===== src/hw/rtl/fplru_pkg.sv =====
// Shared widths and handshake structs for the frame phase lock rate update block.
package fplru_pkg;

    // shift-subtract divider: dividend, divisor and step counter widths
    localparam int NUM_W = 66;
    localparam int DEN_W = 42;
    localparam int CNT_W = 7;

    typedef struct packed {
        logic             start;
        logic [CNT_W-1:0] count;
    } div_req_t;

    typedef struct packed {
        logic busy;
        logic done;
    } div_stat_t;

endpackage


===== src/hw/rtl/fplru_div.sv =====
// Bit-serial restoring divider: one quotient bit per cycle, left-aligned dividend.
module fplru_div (
    input  logic                                clk,
    input  logic                                rst_n,
    input  fplru_pkg::div_req_t                 req,
    input  logic [fplru_pkg::NUM_W-1:0]         dividend,
    input  logic [fplru_pkg::DEN_W-1:0]         divisor,
    output fplru_pkg::div_stat_t                stat,
    output logic [fplru_pkg::NUM_W-1:0]         quotient,
    output logic [fplru_pkg::DEN_W-1:0]         remainder
);

    logic                          busy_reg;
    logic                          done_reg;
    logic [fplru_pkg::CNT_W-1:0]   cnt_reg;
    logic [fplru_pkg::NUM_W-1:0]   num_reg;
    logic [fplru_pkg::DEN_W-1:0]   rem_reg;
    logic [fplru_pkg::DEN_W-1:0]   den_reg;

    logic [fplru_pkg::DEN_W:0]     rem_sh;
    logic [fplru_pkg::DEN_W:0]     rem_dif;
    logic                          fits;

    always_comb
    begin
        rem_sh  = {rem_reg, num_reg[fplru_pkg::NUM_W-1]};
        fits    = (rem_sh >= {1'b0, den_reg});
        rem_dif = rem_sh - {1'b0, den_reg};
    end

    always_ff @(posedge clk or negedge rst_n)
    begin
        if (!rst_n)
        begin
            busy_reg <= 1'b0;
            done_reg <= 1'b0;
            cnt_reg  <= '0;
        end
        else if (req.start)
        begin
            busy_reg <= 1'b1;
            done_reg <= 1'b0;
            cnt_reg  <= req.count;
        end
        else if (busy_reg)
        begin
            cnt_reg <= cnt_reg - 1'b1;
            if (cnt_reg == fplru_pkg::CNT_W'(1))
            begin
                busy_reg <= 1'b0;
                done_reg <= 1'b1;
            end
        end
        else
        begin
            done_reg <= 1'b0;
        end
    end

    // quotient bits shift in at the bottom as dividend bits leave the top
    always_ff @(posedge clk)
    begin
        if (req.start)
        begin
            num_reg <= dividend;
            rem_reg <= '0;
            den_reg <= divisor;
        end
        else if (busy_reg)
        begin
            num_reg <= {num_reg[fplru_pkg::NUM_W-2:0], fits};
            rem_reg <= fits ? rem_dif[fplru_pkg::DEN_W-1:0] : rem_sh[fplru_pkg::DEN_W-1:0];
        end
    end

    assign stat.busy = busy_reg;
    assign stat.done = done_reg;
    assign quotient  = num_reg;
    assign remainder = rem_reg;

endmodule


===== src/hw/rtl/frame_phase_lock_rate_update.sv =====
// Top level: phase error and proportional rate correction per frame timestamp.
//
// One timestamp word is taken at a time. With the loop enabled a word passes from acceptance
// to the result word through six passes of the shared shift-subtract divider (one quotient
// bit per cycle, 64+40+33+42+58+66 steps) plus a bit-serial multiply of the base rate; the
// multiply and the last division are skipped when the corrected rate clamps at zero. With
// the loop disabled the word goes straight to the output register without the divider.
// The next timestamp is taken as soon as the result sits in the output register,
// even if the consumer has not taken it yet. Configuration lives on a 64-bit APB
// port, register i at byte address 8*i; write only while no word is in flight.
module frame_phase_lock_rate_update (
    input  logic               clk,
    input  logic               rst_n,
    // configuration
    input  logic               psel,
    input  logic               penable,
    input  logic               pwrite,
    input  logic [5:0]         paddr,
    input  logic [63:0]        pwdata,
    output logic [63:0]        prdata,
    output logic               pready,
    // timestamp channel
    input  logic               frame_valid,
    output logic               frame_ready,
    input  logic [63:0]        timestamp_us,
    // result channel
    output logic               rate_valid,
    input  logic               rate_ready,
    output logic [15:0]        rate_q8,
    output logic               rate_changed,
    output logic               in_pulse,
    output logic signed [40:0] phase_error_us,
    output logic signed [17:0] phase_error_frac
);

    localparam logic [2:0] REG_LOOP_ENABLE = 3'd0;
    localparam logic [2:0] REG_PWM_PERIOD  = 3'd1;
    localparam logic [2:0] REG_DIVIDER     = 3'd2;
    localparam logic [2:0] REG_START_TIME  = 3'd3;
    localparam logic [2:0] REG_START_UNC   = 3'd4;
    localparam logic [2:0] REG_OFFSET      = 3'd5;
    localparam logic [2:0] REG_PULSE_HIGH  = 3'd6;
    localparam logic [2:0] REG_BASE_RATE   = 3'd7;

    localparam logic [4:0] ST_IDLE = 5'd0;
    localparam logic [4:0] ST_D1S  = 5'd1;
    localparam logic [4:0] ST_D1W  = 5'd2;
    localparam logic [4:0] ST_D2S  = 5'd3;
    localparam logic [4:0] ST_D2W  = 5'd4;
    localparam logic [4:0] ST_D3S  = 5'd5;
    localparam logic [4:0] ST_D3W  = 5'd6;
    localparam logic [4:0] ST_NM   = 5'd7;
    localparam logic [4:0] ST_NW   = 5'd8;
    localparam logic [4:0] ST_D4S  = 5'd9;
    localparam logic [4:0] ST_D4W  = 5'd10;
    localparam logic [4:0] ST_D5S  = 5'd11;
    localparam logic [4:0] ST_D5W  = 5'd12;
    localparam logic [4:0] ST_YM   = 5'd13;
    localparam logic [4:0] ST_YA   = 5'd14;
    localparam logic [4:0] ST_YC   = 5'd15;
    localparam logic [4:0] ST_MUL  = 5'd16;
    localparam logic [4:0] ST_D6S  = 5'd17;
    localparam logic [4:0] ST_D6W  = 5'd18;
    localparam logic [4:0] ST_FIN  = 5'd19;

    localparam logic [fplru_pkg::CNT_W-1:0] STEPS_DT   = 7'd64;
    localparam logic [fplru_pkg::CNT_W-1:0] STEPS_MOD  = 7'd40;
    localparam logic [fplru_pkg::CNT_W-1:0] STEPS_ELAP = 7'd33;
    localparam logic [fplru_pkg::CNT_W-1:0] STEPS_PERR = 7'd42;
    localparam logic [fplru_pkg::CNT_W-1:0] STEPS_FRAC = 7'd58;
    localparam logic [fplru_pkg::CNT_W-1:0] STEPS_RATE = 7'd66;

    localparam logic signed [17:0] FRAC_MAX = 18'sh1FFFF;
    localparam logic signed [17:0] FRAC_MIN = 18'sh20000;
    localparam logic [15:0]        RATE_MAX = 16'hFFFF;

    // configuration registers
    logic               loop_enable_reg;
    logic [31:0]        pwm_period_reg;
    logic [7:0]         divider_reg;
    logic [63:0]        start_time_reg;
    logic [9:0]         start_unc_reg;
    logic signed [31:0] phase_offset_reg;
    logic [31:0]        pulse_high_reg;
    logic [15:0]        base_rate_reg;

    // control
    logic [4:0]         state_reg;
    logic [4:0]         state_next;
    logic               rate_valid_reg;
    logic [15:0]        last_rate_reg;
    logic               last_valid_reg;

    // work registers
    logic [63:0]        ts_reg;
    logic               early_reg;
    logic               upd_reg;
    logic signed [34:0] err_reg;
    logic signed [42:0] nerr_reg;
    logic signed [50:0] y_reg;
    logic [65:0]        acc_reg;
    logic [3:0]         mcnt_reg;
    logic [15:0]        res_rate_reg;
    logic               res_pulse_reg;
    logic signed [40:0] res_perr_reg;
    logic signed [17:0] res_frac_reg;

    // output register
    logic [15:0]        rate_q8_reg;
    logic               rate_changed_reg;
    logic               in_pulse_reg;
    logic signed [40:0] phase_error_us_reg;
    logic signed [17:0] phase_error_frac_reg;

    logic                          cfg_write;
    logic                          accept;
    logic                          fin_load;
    logic [31:0]                   p_eff;
    logic [7:0]                    d_eff;
    logic [41:0]                   p_k;
    logic [15:0]                   ref_rate;
    logic                          early;
    logic [63:0]                   dt;
    logic [39:0]                   md;
    logic [32:0]                   elap_num;
    logic signed [43:0]            nprod;
    logic                          nneg;
    logic [42:0]                   nabs;
    logic signed [50:0]            nx;

    fplru_pkg::div_req_t           div_req;
    fplru_pkg::div_stat_t          div_stat;
    logic [fplru_pkg::NUM_W-1:0]   div_num;
    logic [fplru_pkg::DEN_W-1:0]   div_den;
    logic [fplru_pkg::NUM_W-1:0]   div_quo;
    logic [fplru_pkg::DEN_W-1:0]   div_rem;

    fplru_div u_div (
        .clk       (clk),
        .rst_n     (rst_n),
        .req       (div_req),
        .dividend  (div_num),
        .divisor   (div_den),
        .stat      (div_stat),
        .quotient  (div_quo),
        .remainder (div_rem)
    );

    assign pready    = 1'b1;
    assign cfg_write = psel && penable && pwrite;

    always_comb
    begin
        case (paddr[5:3])
            REG_LOOP_ENABLE: prdata = {63'd0, loop_enable_reg};
            REG_PWM_PERIOD:  prdata = {32'd0, pwm_period_reg};
            REG_DIVIDER:     prdata = {56'd0, divider_reg};
            REG_START_TIME:  prdata = start_time_reg;
            REG_START_UNC:   prdata = {54'd0, start_unc_reg};
            REG_OFFSET:      prdata = {32'd0, phase_offset_reg};
            REG_PULSE_HIGH:  prdata = {32'd0, pulse_high_reg};
            REG_BASE_RATE:   prdata = {48'd0, base_rate_reg};
            default:         prdata = '0;
        endcase
    end

    // a zero period or divider counts as one
    assign p_eff = (pwm_period_reg == 32'd0) ? 32'd1 : pwm_period_reg;
    assign d_eff = (divider_reg == 8'd0) ? 8'd1 : divider_reg;
    // 1000 * p as 1024p - 16p - 8p
    assign p_k   = {p_eff, 10'd0} - {6'd0, p_eff, 4'd0} - {7'd0, p_eff, 3'd0};

    assign ref_rate    = last_valid_reg ? last_rate_reg : base_rate_reg;
    assign frame_ready = (state_reg == ST_IDLE);
    assign accept      = frame_valid && frame_ready;
    assign fin_load    = (state_reg == ST_FIN) && (!rate_valid_reg || rate_ready);

    assign early    = (ts_reg < start_time_reg);
    assign dt       = early ? 64'd0 : (ts_reg - start_time_reg);
    assign md       = 40'(div_rem[31:0]) * 40'(d_eff);
    assign elap_num = 33'(div_rem[31:0]) + 33'(d_eff) - 33'd1;
    assign nprod    = 44'(err_reg) * 44'($signed({1'b0, d_eff}));
    assign nneg     = nerr_reg[42];
    assign nabs     = nneg ? (43'd0 - nerr_reg) : nerr_reg;
    assign nx       = 51'(nerr_reg);

    always_comb
    begin
        div_req = '0;
        div_num = '0;
        div_den = '0;
        case (state_reg)
            ST_D1S:
            begin
                div_req.start = 1'b1;
                div_req.count = STEPS_DT;
                div_num       = {dt, 2'd0};
                div_den       = 42'(p_eff);
            end
            ST_D2S:
            begin
                div_req.start = 1'b1;
                div_req.count = STEPS_MOD;
                div_num       = {md, 26'd0};
                div_den       = 42'(p_eff);
            end
            ST_D3S:
            begin
                div_req.start = 1'b1;
                div_req.count = STEPS_ELAP;
                div_num       = {elap_num, 33'd0};
                div_den       = 42'(d_eff);
            end
            ST_D4S:
            begin
                div_req.start = 1'b1;
                div_req.count = STEPS_PERR;
                div_num       = {nabs[41:0], 24'd0};
                div_den       = 42'(d_eff);
            end
            ST_D5S:
            begin
                // same left-aligned word: 58 steps yield |n| * 65536 / p
                div_req.start = 1'b1;
                div_req.count = STEPS_FRAC;
                div_num       = {nabs[41:0], 24'd0};
                div_den       = 42'(p_eff);
            end
            ST_D6S:
            begin
                div_req.start = 1'b1;
                div_req.count = STEPS_RATE;
                div_num       = acc_reg;
                div_den       = p_k;
            end
            default:
            begin
                div_req = '0;
            end
        endcase
    end

    always_comb
    begin
        state_next = state_reg;
        case (state_reg)
            ST_IDLE: if (accept) state_next = loop_enable_reg ? ST_D1S : ST_FIN;
            ST_D1S:  state_next = ST_D1W;
            ST_D1W:  if (div_stat.done) state_next = ST_D2S;
            ST_D2S:  state_next = ST_D2W;
            ST_D2W:  if (div_stat.done) state_next = ST_D3S;
            ST_D3S:  state_next = ST_D3W;
            ST_D3W:  if (div_stat.done) state_next = ST_NM;
            ST_NM:   state_next = ST_NW;
            ST_NW:   state_next = ST_D4S;
            ST_D4S:  state_next = ST_D4W;
            ST_D4W:  if (div_stat.done) state_next = ST_D5S;
            ST_D5S:  state_next = ST_D5W;
            ST_D5W:  if (div_stat.done) state_next = ST_YM;
            ST_YM:   state_next = ST_YA;
            ST_YA:   state_next = ST_YC;
            ST_YC:   state_next = y_reg[50] ? ST_FIN : ST_MUL;
            ST_MUL:  if (mcnt_reg == 4'd0) state_next = ST_D6S;
            ST_D6S:  state_next = ST_D6W;
            ST_D6W:  if (div_stat.done) state_next = ST_FIN;
            ST_FIN:  if (fin_load) state_next = ST_IDLE;
            default: state_next = ST_IDLE;
        endcase
    end

    always_ff @(posedge clk or negedge rst_n)
    begin
        if (!rst_n)
        begin
            loop_enable_reg  <= 1'b0;
            pwm_period_reg   <= 32'd33333;
            divider_reg      <= 8'd1;
            start_time_reg   <= 64'd0;
            start_unc_reg    <= 10'd0;
            phase_offset_reg <= 32'sd0;
            pulse_high_reg   <= 32'd0;
            base_rate_reg    <= 16'd7680;
            state_reg        <= ST_IDLE;
            rate_valid_reg   <= 1'b0;
            last_rate_reg    <= 16'd0;
            last_valid_reg   <= 1'b0;
        end
        else
        begin
            state_reg <= state_next;
            if (cfg_write)
            begin
                case (paddr[5:3])
                    REG_LOOP_ENABLE: loop_enable_reg  <= pwdata[0];
                    REG_PWM_PERIOD:  pwm_period_reg   <= pwdata[31:0];
                    REG_DIVIDER:     divider_reg      <= pwdata[7:0];
                    REG_START_TIME:  start_time_reg   <= pwdata;
                    REG_START_UNC:   start_unc_reg    <= pwdata[9:0];
                    REG_OFFSET:      phase_offset_reg <= pwdata[31:0];
                    REG_PULSE_HIGH:  pulse_high_reg   <= pwdata[31:0];
                    REG_BASE_RATE:   base_rate_reg    <= pwdata[15:0];
                    default:         loop_enable_reg  <= loop_enable_reg;
                endcase
            end
            if (fin_load)
            begin
                rate_valid_reg <= 1'b1;
                if (upd_reg)
                begin
                    last_rate_reg  <= res_rate_reg;
                    last_valid_reg <= 1'b1;
                end
            end
            else if (rate_ready)
            begin
                rate_valid_reg <= 1'b0;
            end
        end
    end

    always_ff @(posedge clk)
    begin
        case (state_reg)
            ST_IDLE:
            begin
                if (accept)
                begin
                    ts_reg  <= timestamp_us;
                    upd_reg <= loop_enable_reg;
                    // loop off: report the held rate, nothing else
                    res_rate_reg  <= ref_rate;
                    res_pulse_reg <= 1'b0;
                    res_perr_reg  <= '0;
                    res_frac_reg  <= '0;
                end
            end
            ST_D1S:
            begin
                early_reg <= early;
            end
            ST_D1W:
            begin
                if (div_stat.done)
                    res_pulse_reg <= !early_reg && (div_rem[31:0] <= pulse_high_reg);
            end
            ST_D3W:
            begin
                if (div_stat.done)
                    err_reg <= $signed({2'b00, div_quo[32:0]}) + 35'(phase_offset_reg)
                               + $signed({26'd0, start_unc_reg[9:1]});
            end
            ST_NM:
            begin
                nerr_reg <= nprod[42:0];
            end
            ST_NW:
            begin
                // wrap once into the lower half period
                if (!nerr_reg[42] && ({nerr_reg[41:0], 1'b0} > 43'(p_eff)))
                    nerr_reg <= nerr_reg - $signed({11'd0, p_eff});
            end
            ST_D4W:
            begin
                if (div_stat.done)
                    res_perr_reg <= nneg ? (41'd0 - div_quo[40:0]) : div_quo[40:0];
            end
            ST_D5W:
            begin
                if (div_stat.done)
                begin
                    if (!nneg)
                        res_frac_reg <= (|div_quo[65:17]) ? FRAC_MAX
                                                          : {1'b0, div_quo[16:0]};
                    else if ((|div_quo[65:18]) || (div_quo[17] && (|div_quo[16:0])))
                        res_frac_reg <= FRAC_MIN;
                    else
                        res_frac_reg <= 18'd0 - div_quo[17:0];
                end
            end
            ST_YM:
            begin
                // 233 * n as 256n - 16n - 8n + n
                y_reg <= (nx <<< 8) - (nx <<< 4) - (nx <<< 3) + nx;
            end
            ST_YA:
            begin
                y_reg <= y_reg + $signed({9'd0, p_k});
            end
            ST_YC:
            begin
                res_rate_reg <= 16'd0;
                acc_reg      <= '0;
                mcnt_reg     <= 4'd15;
            end
            ST_MUL:
            begin
                // base * y, one base bit per cycle, MSB first
                acc_reg  <= {acc_reg[64:0], 1'b0}
                            + (base_rate_reg[mcnt_reg] ? {16'd0, y_reg[49:0]} : 66'd0);
                mcnt_reg <= mcnt_reg - 4'd1;
            end
            ST_D6W:
            begin
                if (div_stat.done)
                    res_rate_reg <= (|div_quo[65:16]) ? RATE_MAX : div_quo[15:0];
            end
            default:
            begin
                ts_reg <= ts_reg;
            end
        endcase

        if (fin_load)
        begin
            rate_q8_reg          <= res_rate_reg;
            rate_changed_reg     <= upd_reg && (res_rate_reg != ref_rate);
            in_pulse_reg         <= res_pulse_reg;
            phase_error_us_reg   <= res_perr_reg;
            phase_error_frac_reg <= res_frac_reg;
        end
    end

    assign rate_valid       = rate_valid_reg;
    assign rate_q8          = rate_q8_reg;
    assign rate_changed     = rate_changed_reg;
    assign in_pulse         = in_pulse_reg;
    assign phase_error_us   = phase_error_us_reg;
    assign phase_error_frac = phase_error_frac_reg;

    // divider is never restarted mid-division
    a_div_start_idle: assert property (@(posedge clk) disable iff (!rst_n)
        div_req.start |-> !div_stat.busy)
        else $error("divider started while busy");

    // a finished division is only seen where the sequencer waits for it
    a_div_done_waiting: assert property (@(posedge clk) disable iff (!rst_n)
        div_stat.done |-> (state_reg == ST_D1W || state_reg == ST_D2W
                           || state_reg == ST_D3W || state_reg == ST_D4W
                           || state_reg == ST_D5W || state_reg == ST_D6W))
        else $error("divider done outside a wait state");

    // the held rate follows every word produced with the loop running
    a_last_rate_tracks: assert property (@(posedge clk) disable iff (!rst_n)
        (fin_load && upd_reg) |=> (last_valid_reg && last_rate_reg == rate_q8_reg))
        else $error("last rate does not match delivered rate");

endmodule

===== config.mk =====
export PLATFORM = sky130hd
export DESIGN_NAME = frame_phase_lock_rate_update
export DESIGN_NICKNAME = d
export VERILOG_FILES = /design/src/hw/rtl/fplru_pkg.sv /design/src/hw/rtl/fplru_div.sv /design/src/hw/rtl/frame_phase_lock_rate_update.sv
export SDC_FILE = /design/constraint.sdc
export NUM_CORES = 2
export LEC_CHECK = 0
export ABC_AREA = 1
export BUFFER_PORTS_ARGS = -buffer_cell sky130_fd_sc_hd__buf_2
export CORE_ASPECT_RATIO = 2
export CORE_MARGIN = 3
export CORE_UTILIZATION = 40
export CTS_CLUSTER_DIAMETER = 150
export DETAILED_ROUTE_END_ITERATION = 6
export PLACE_DENSITY = 0.55
export SETUP_SLACK_MARGIN = 0.15
export SLEW_MARGIN = 10
export SYNTH_ARGS = -nofsm -noshare
export SYNTH_HDL_FRONTEND = slang
export SYNTH_SLANG_ARGS = --single-unit

===== constraint.sdc =====
create_clock -name clk -period 8.6 [get_ports clk]
set_input_delay 1.29 -clock clk [delete_from_list [all_inputs] [get_ports clk]]
set_output_delay 1.29 -clock clk [all_outputs]
set_load 0.005 [all_outputs]

-- After elaboration in Yosys (flattened, before gate mapping)
Index checks and enable logic that the tools add are counted.
- latch bits: 0
- memories: 0
- output and inout bits: 144
- register bits after elaboration: 795
- bits in read-only memories: 0
- bits of input ports: 141
- bits in writable memories: 0
- shift operators: 0
- multiply operators: 2
- divide/modulo/power cells: 0
- bitwise operators: 0
- magnitude comparators: 5
- equality and inequality tests: 39
- reduce and logical (&&, ||, !) cells: 51
- add/subtract/negate cells: 19
- multiplexer cells: 59
- operator list (cell ; number):
    64-bit one-hot mux with 8 select lines ; 1
    66-bit one-hot mux with 5 select lines ; 1
    66-bit 2-to-1 mux ; 2
    66-bit one-hot mux with 2 select lines ; 1
    42-bit one-hot mux with 3 select lines ; 1
    41-bit 2-to-1 mux ; 3
    51-bit by 43-bit adder with 51-bit output ; 2
    51-bit one-hot mux with 2 select lines ; 1
    5-bit one-hot mux with 20 select lines ; 1
    43-bit one-hot mux with 2 select lines ; 1
    42-bit 2-to-1 mux ; 2
    41-bit one-hot mux with 2 select lines ; 1
    18-bit 2-to-1 mux ; 4
    66-bit by 50-bit adder with 66-bit output ; 1
    64-bit less-than comparator ; 1
    16-bit 2-to-1 mux ; 4
    64-bit 2-to-1 mux ; 1
    64-bit subtractor ; 1
    51-bit by 46-bit subtractor with 51-bit output ; 1
    51-bit by 47-bit subtractor with 51-bit output ; 1
    5-bit 2-to-1 mux ; 10
    50-bit 2-to-1 mux ; 1
    50-bit OR reduction ; 1
    49-bit OR reduction ; 1
    62 further kinds ; 131

-- Logic depth before layout (Yosys ltp)
- word-level depth: 7
- gate-level depth with buffers: 37

-- By module
A second synthesis with hierarchy kept.
- cell total of the unflattened synthesis: 13211
- area, all modules: 89952.5 um2
- modules (own cells, without submodules) (module ; cells an instance ; area each (um2) ; times used):
    frame_phase_lock_rate_update ; 11794 ; 79774.0 ; 1
    fplru_div ; 1417 ; 10178.5 ; 1

-- Least setup slack after synthesis
No wires, ideal clock.
- kind: input -> register
- start point: input rate_ready
- end point: register last_rate_reg[0]
- path buffers: 1
- arrival: 5.546 ns
- required time: 8.475 ns
- cell stages on the path: 5
- setup slack: 2.929 ns
- cell sequence: nor2_1 nor2_1 nand2_1 buf_2 mux2_2
- word-level cells in the longest chain between the ends: 3
- ends and longest elaborated chain (what ; RTL line ; text):
    start, declared ; frame_phase_lock_rate_update.sv:28 ; input logic rate_ready,
    1-bit logical OR ; frame_phase_lock_rate_update.sv:176 ; assign fin_load = (state_reg == ST_FIN) && (!rate_valid_reg || rate_ready);
    1-bit logical AND ; frame_phase_lock_rate_update.sv:176 ;
    net fin_load ; frame_phase_lock_rate_update.sv:117 ; logic fin_load;
    2-bit AND reduction (no source line) ; -- ;
    end signal, assigned ; frame_phase_lock_rate_update.sv:310 ; last_rate_reg <= res_rate_reg;
    end, declared ; frame_phase_lock_rate_update.sv:91 ; logic [15:0] last_rate_reg;
The timed path passes the listed nets, and every way through them passes these cells.
A chain may end at the register's enable or synchronous reset.

-- Worst setup path after layout
- start point: register pwm_period_reg[9]
- end point: register y_reg[42], data pin
- word-level cells in the longest chain between the ends: 6
- ends and longest elaborated chain (what ; RTL line ; text):
    start, declared ; frame_phase_lock_rate_update.sv:79 ; logic [31:0] pwm_period_reg;
    start signal, assigned ; frame_phase_lock_rate_update.sv:295 ; REG_PWM_PERIOD: pwm_period_reg <= pwdata[31:0];
    32-bit logical NOT ; frame_phase_lock_rate_update.sv:168 ; assign p_eff = (pwm_period_reg == 32'd0) ? 32'd1 : pwm_period_reg;
    32-bit 2-to-1 mux (*) ; frame_phase_lock_rate_update.sv:168 ;
    42-bit by 36-bit subtractor with 42-bit output ; frame_phase_lock_rate_update.sv:171 ; assign p_k = {p_eff, 10'd0} - {6'd0, p_eff, 4'd0} - {7'd0, p_eff, 3'd0};
    42-bit by 35-bit subtractor with 42-bit output (*) ; frame_phase_lock_rate_update.sv:171 ;
    51-bit by 43-bit adder with 51-bit output (*) ; frame_phase_lock_rate_update.sv:387 ; y_reg <= y_reg + $signed({9'd0, p_k});
    51-bit one-hot mux with 2 select lines (*) ; frame_phase_lock_rate_update.sv:323 ; case (state_reg)
    end signal, assigned ; frame_phase_lock_rate_update.sv:383 ; y_reg <= (nx <<< 8) - (nx <<< 4) - (nx <<< 3) + nx;
    end signal, assigned ; frame_phase_lock_rate_update.sv:387 ;
    end, declared ; frame_phase_lock_rate_update.sv:100 ; logic signed [50:0] y_reg;
Every way passes the cells marked *; elsewhere a longest branch is shown, timed or not.

==> flow_summary.toml <==
[placement]
pre_cts_ws_ns = 1.77
io_buffer_count = 280
hpwl_mm = 391
finalWeightedCongestion = 1.08

[synth]
yosys_warnings = 0
synth_top_cell_area_share = 0.178
synth_enable_flop_cells = 526
synth_largest_area_cell = "sky130_fd_sc_hd__edfxtp_1"
syn_area_um2 = 88700
synth.distinct_cells = 70
synth_area_per_cell_um2 = 6.87
synthTopCellsByArea = "sky130_fd_sc_hd__edfxtp_1, sky130_fd_sc_hd__nand2_1, sky130_fd_sc_hd__fa_1, sky130_fd_sc_hd__inv_1, sky130_fd_sc_hd__ha_1"
synth_flop_cell = "sky130_fd_sc_hd__edfxtp_1"
number_of_register_bits_inferred_by_synthesis = 795
synth_seq_area_share = 0.252
mappedNetlistNets = 14251
syn_inst = 12910
synthArstFlopShare = 0.286

[routing]
viasPerCell = 5.58
detail_route.first_pass.iterations = 7
drtAntennaViolNets = 0
drcViolationCount = 7
detailed_route_wl_mm = 462
post_drt_wl_per_cell_um = 28.7
dr_total_vias = 89907
detailed_route_iter0_violations = 8016

[worst_setup_path]
crit_type = "reg -> reg"
crit_path_frequent_cell = "sky130_fd_sc_hd__nand2_1"
critical-path-slowest-cell = "sky130_fd_sc_hd__xor2_1"
regToRegSetupSlack_ns = 1.61
worst_reg2reg_path_length_in_cells = 33
r2r-end = "y_reg[42]"
data_arrival_time_of_the_critical_path_ns = 7.46
regToRegStartpoint = "pwm_period_reg[9]"
worstPathMaxFanout = 7
crit_path_max_incr_delay_ns = 0.72
type_of_destination_of_the_critical_path = "flip-flop"
worst_setup_path_start_kind = "flip-flop"
cp_data_required_time_ns = 9.08

[floorplanning]
die-area_um2 = 228000
initial_core_util = 0.404
die_h_um = 672
fp-row-count = 243
width_of_the_die_um = 339
ioPinCount = 285
floorplan.core_area_um2 = 220000

[cts]
cts.root.buffer_cell = "sky130_fd_sc_hd__clkbuf_16"
cts.repair_timing.setup_buffer_count = 0
cts_inserted_buffers = 83
cts_repair_resize_count = 0
clock_path_buffers = 3
postCtsHoldBufs = 0
cts_tree = "yes"
h-tree-depth = 3
cts_sinks = 795
clk_transition_reported_paths_ns = 0.08
insertion_delay_ns = 0.77

[sta]
setup_total_negative_slack_ns = 0
setup-violations-final = 0
max_freq_mhz = 143
final-hold-violation-count = 0
period_share = 0.812
rsz0062_at_grt = "no"
layout_setup_ws_ns = 1.61
final-max-slew-violation-count = 0
min_period_ns = 6.99
timing.slew.headroom = 0.0855
tightestPinTransition_ns = 1.37
finClkSkew_ns = 0.0789

[cells_and_area]
area.growth.synth_to_final_pct = 8.90
fin_nets = 14425
layout-drive-gt1-share = 0.0548

[grt]
gr-total-overflow = 0
grt_util_all_layers = 0.398
maximum_number_of_pins_on_one_net_before_global_route_repair = 73
number_of_global_route_vias_before_repair = 90626
grt_pass1_wl_mm = 646
antenna_found_initial = 46

[job]
drv_cap = 0

[power_and_ir_drop]
power-per-cell-area_nw_per_um2 = 456
vdd_drop_max_v = 0.000226
post_route_total_power_mw = 44.0
power.leakage_nw = 49.1

[min_path]
worstHoldEndpoint = "phase_error_us[5]"
min_delay_path_depth = 0
hold_path.startpoint = "res_perr_reg[5]"
worst_hold_path_type = "reg -> reg"

[status]
failed_checks = "design-rule violations"
status = "finished, violations left"
-- cell usage in the layout (no fill, tap or decap), types with 18 or more instances in the layout --
cell type                   netlist  routed
sky130_fd_sc_hd__nor3_1         128     128
sky130_fd_sc_hd__nor2_1        1404    1397
sky130_fd_sc_hd__o21ai_1         21      23
sky130_fd_sc_hd__a31oi_1         45      45
sky130_fd_sc_hd__xnor2_1         54      54
sky130_fd_sc_hd__o211ai_1        19      19
sky130_fd_sc_hd__o221ai_1        25      25
sky130_fd_sc_hd__nand2_1       3465    3460
sky130_fd_sc_hd__a21oi_1        830     827
sky130_fd_sc_hd__or2_2           47      47
sky130_fd_sc_hd__dfrtp_1        216     209
sky130_fd_sc_hd__a21o_1          38      38
sky130_fd_sc_hd__nand4_1        126     126
sky130_fd_sc_hd__a22oi_1         36      36
sky130_fd_sc_hd__fa_1           517     517
sky130_fd_sc_hd__ha_1           683     683
sky130_fd_sc_hd__nand3b_1        50      50
sky130_fd_sc_hd__nand3_1        632     631
sky130_fd_sc_hd__edfxtp_1       526     526
sky130_fd_sc_hd__clkbuf_16        0      85
sky130_fd_sc_hd__xor2_1         121     120
sky130_fd_sc_hd__nor4_1          49      49
sky130_fd_sc_hd__buf_4            7     138
sky130_fd_sc_hd__inv_1         2405    2404
sky130_fd_sc_hd__o21ai_0        797     794
sky130_fd_sc_hd__buf_2           46     279
sky130_fd_sc_hd__dfxtp_1         42      42
sky130_fd_sc_hd__o21a_1          41      41
sky130_fd_sc_hd__o21bai_1        63      63
sky130_fd_sc_hd__clkbuf_1       217      18
-- worst max-delay path, delay by kind of cell, from the launching register on --
kind / cells / cell delay (ns)
AND/OR/NAND/NOR: 21 / 2.91
buffers and inverters: 5 / 1.03
adder cells (fa/ha/maj): 3 / 0.98
XOR/XNOR: 1 / 0.72
AO/OA/AOI/OAI: 3 / 0.70
flip-flops: 1 / 0.41
-- per-layer routing --
layer	GRT usage	wire, µm	vias to the layer above
li1	-	-	41277
met1	0.404	153000	43235
met2	0.680	222000	3975
met3	0.0697	30400	1390
met4	0.393	56900	30
met5	0	191	-
-- stage by stage --
stage / util / instances / hold WS, ns / area, µm²
floorplan: - / 12910 / 0.400 / 88700
global placement: 0.426 / 15937 / 0.406 / 93600
detailed placement: 0.426 / 15937 / 0.405 / 93600
CTS: 0.439 / 16093 / 0.405 / 96500
global route: 0.439 / 16097 / 0.421 / 96600
finish: 0.439 / 16109 / 0.408 / 96600
-- how the worst max path moves through the flow --
stage	from	to	slack, ns	cells past startpoint
6_report	pwm_period_reg[9]	y_reg[42]	1.61	33
5_1_grt	pwm_period_reg[9]	y_reg[42]	1.15	33
4_1_cts	pwm_period_reg[9]	y_reg[42]	1.76	34
3_5_place_dp	pwm_period_reg[9]	y_reg[42]	1.77	34
3_3_place_gp	pwm_period_reg[9]	y_reg[42]	1.66	34
2_1_floorplan	rate_ready	last_rate_reg[0]	2.93	5
-- cell families after synthesis --
family                   after synthesis  synth area share
buffers and inverters               2755             0.118
flip-flops                           795             0.252
AND/OR/NAND/NOR                     5978             0.276
AO/OA/AOI/OAI                       1994             0.122
other                                  1         0.0000423
adder cells (fa/ha/maj)             1200             0.213
XOR/XNOR                             175            0.0173
multiplexers                          12           0.00152
-- power breakdown --
group | internal [mW] | switching (mW) | total, mW
logic | 9.46 | 23.4 | 32.9
clock network | 2.16 | 1.89 | 4.04
registers | 5.70 | 1.39 | 7.08
-- Yosys cell counts, drive strengths merged (15+ instances only) --
cell type  instances
nand2           3474
inv             2417
nor2            1418
a21oi            832
o21ai            820
ha               683
nand3            646
edfxtp           526
fa               517
clkbuf           251
dfrtp            216
nor3             138
nand4            127
xor2             121
buf               80
o21bai            63
xnor2             54
nand3b            50
nor4              49
or2               49
a31oi             45
dfxtp             42
o21a              41
a21o              38
a22oi             36
o221ai            25
o211ai            19
a21boi            17
o22ai             17
and2              15
-- area by class of cell --
| class | count | area [µm²] |
|---|---|---|
| Tap cell | 2940 | 3680 |
| Fill cell | 23331 | 123000 |
| Clock buffer | 116 | 2370 |
| Inverter | 2424 | 9100 |
| Timing Repair Buffer | 420 | 2490 |
| Clock inverter | 40 | 562 |
| Antenna cell | 14 | 35.0 |
| Sequential cell | 795 | 22300 |
| Multi-Input combinational cell | 9360 | 56000 |
No activity file was read; power rests on OpenSTA's default activity.
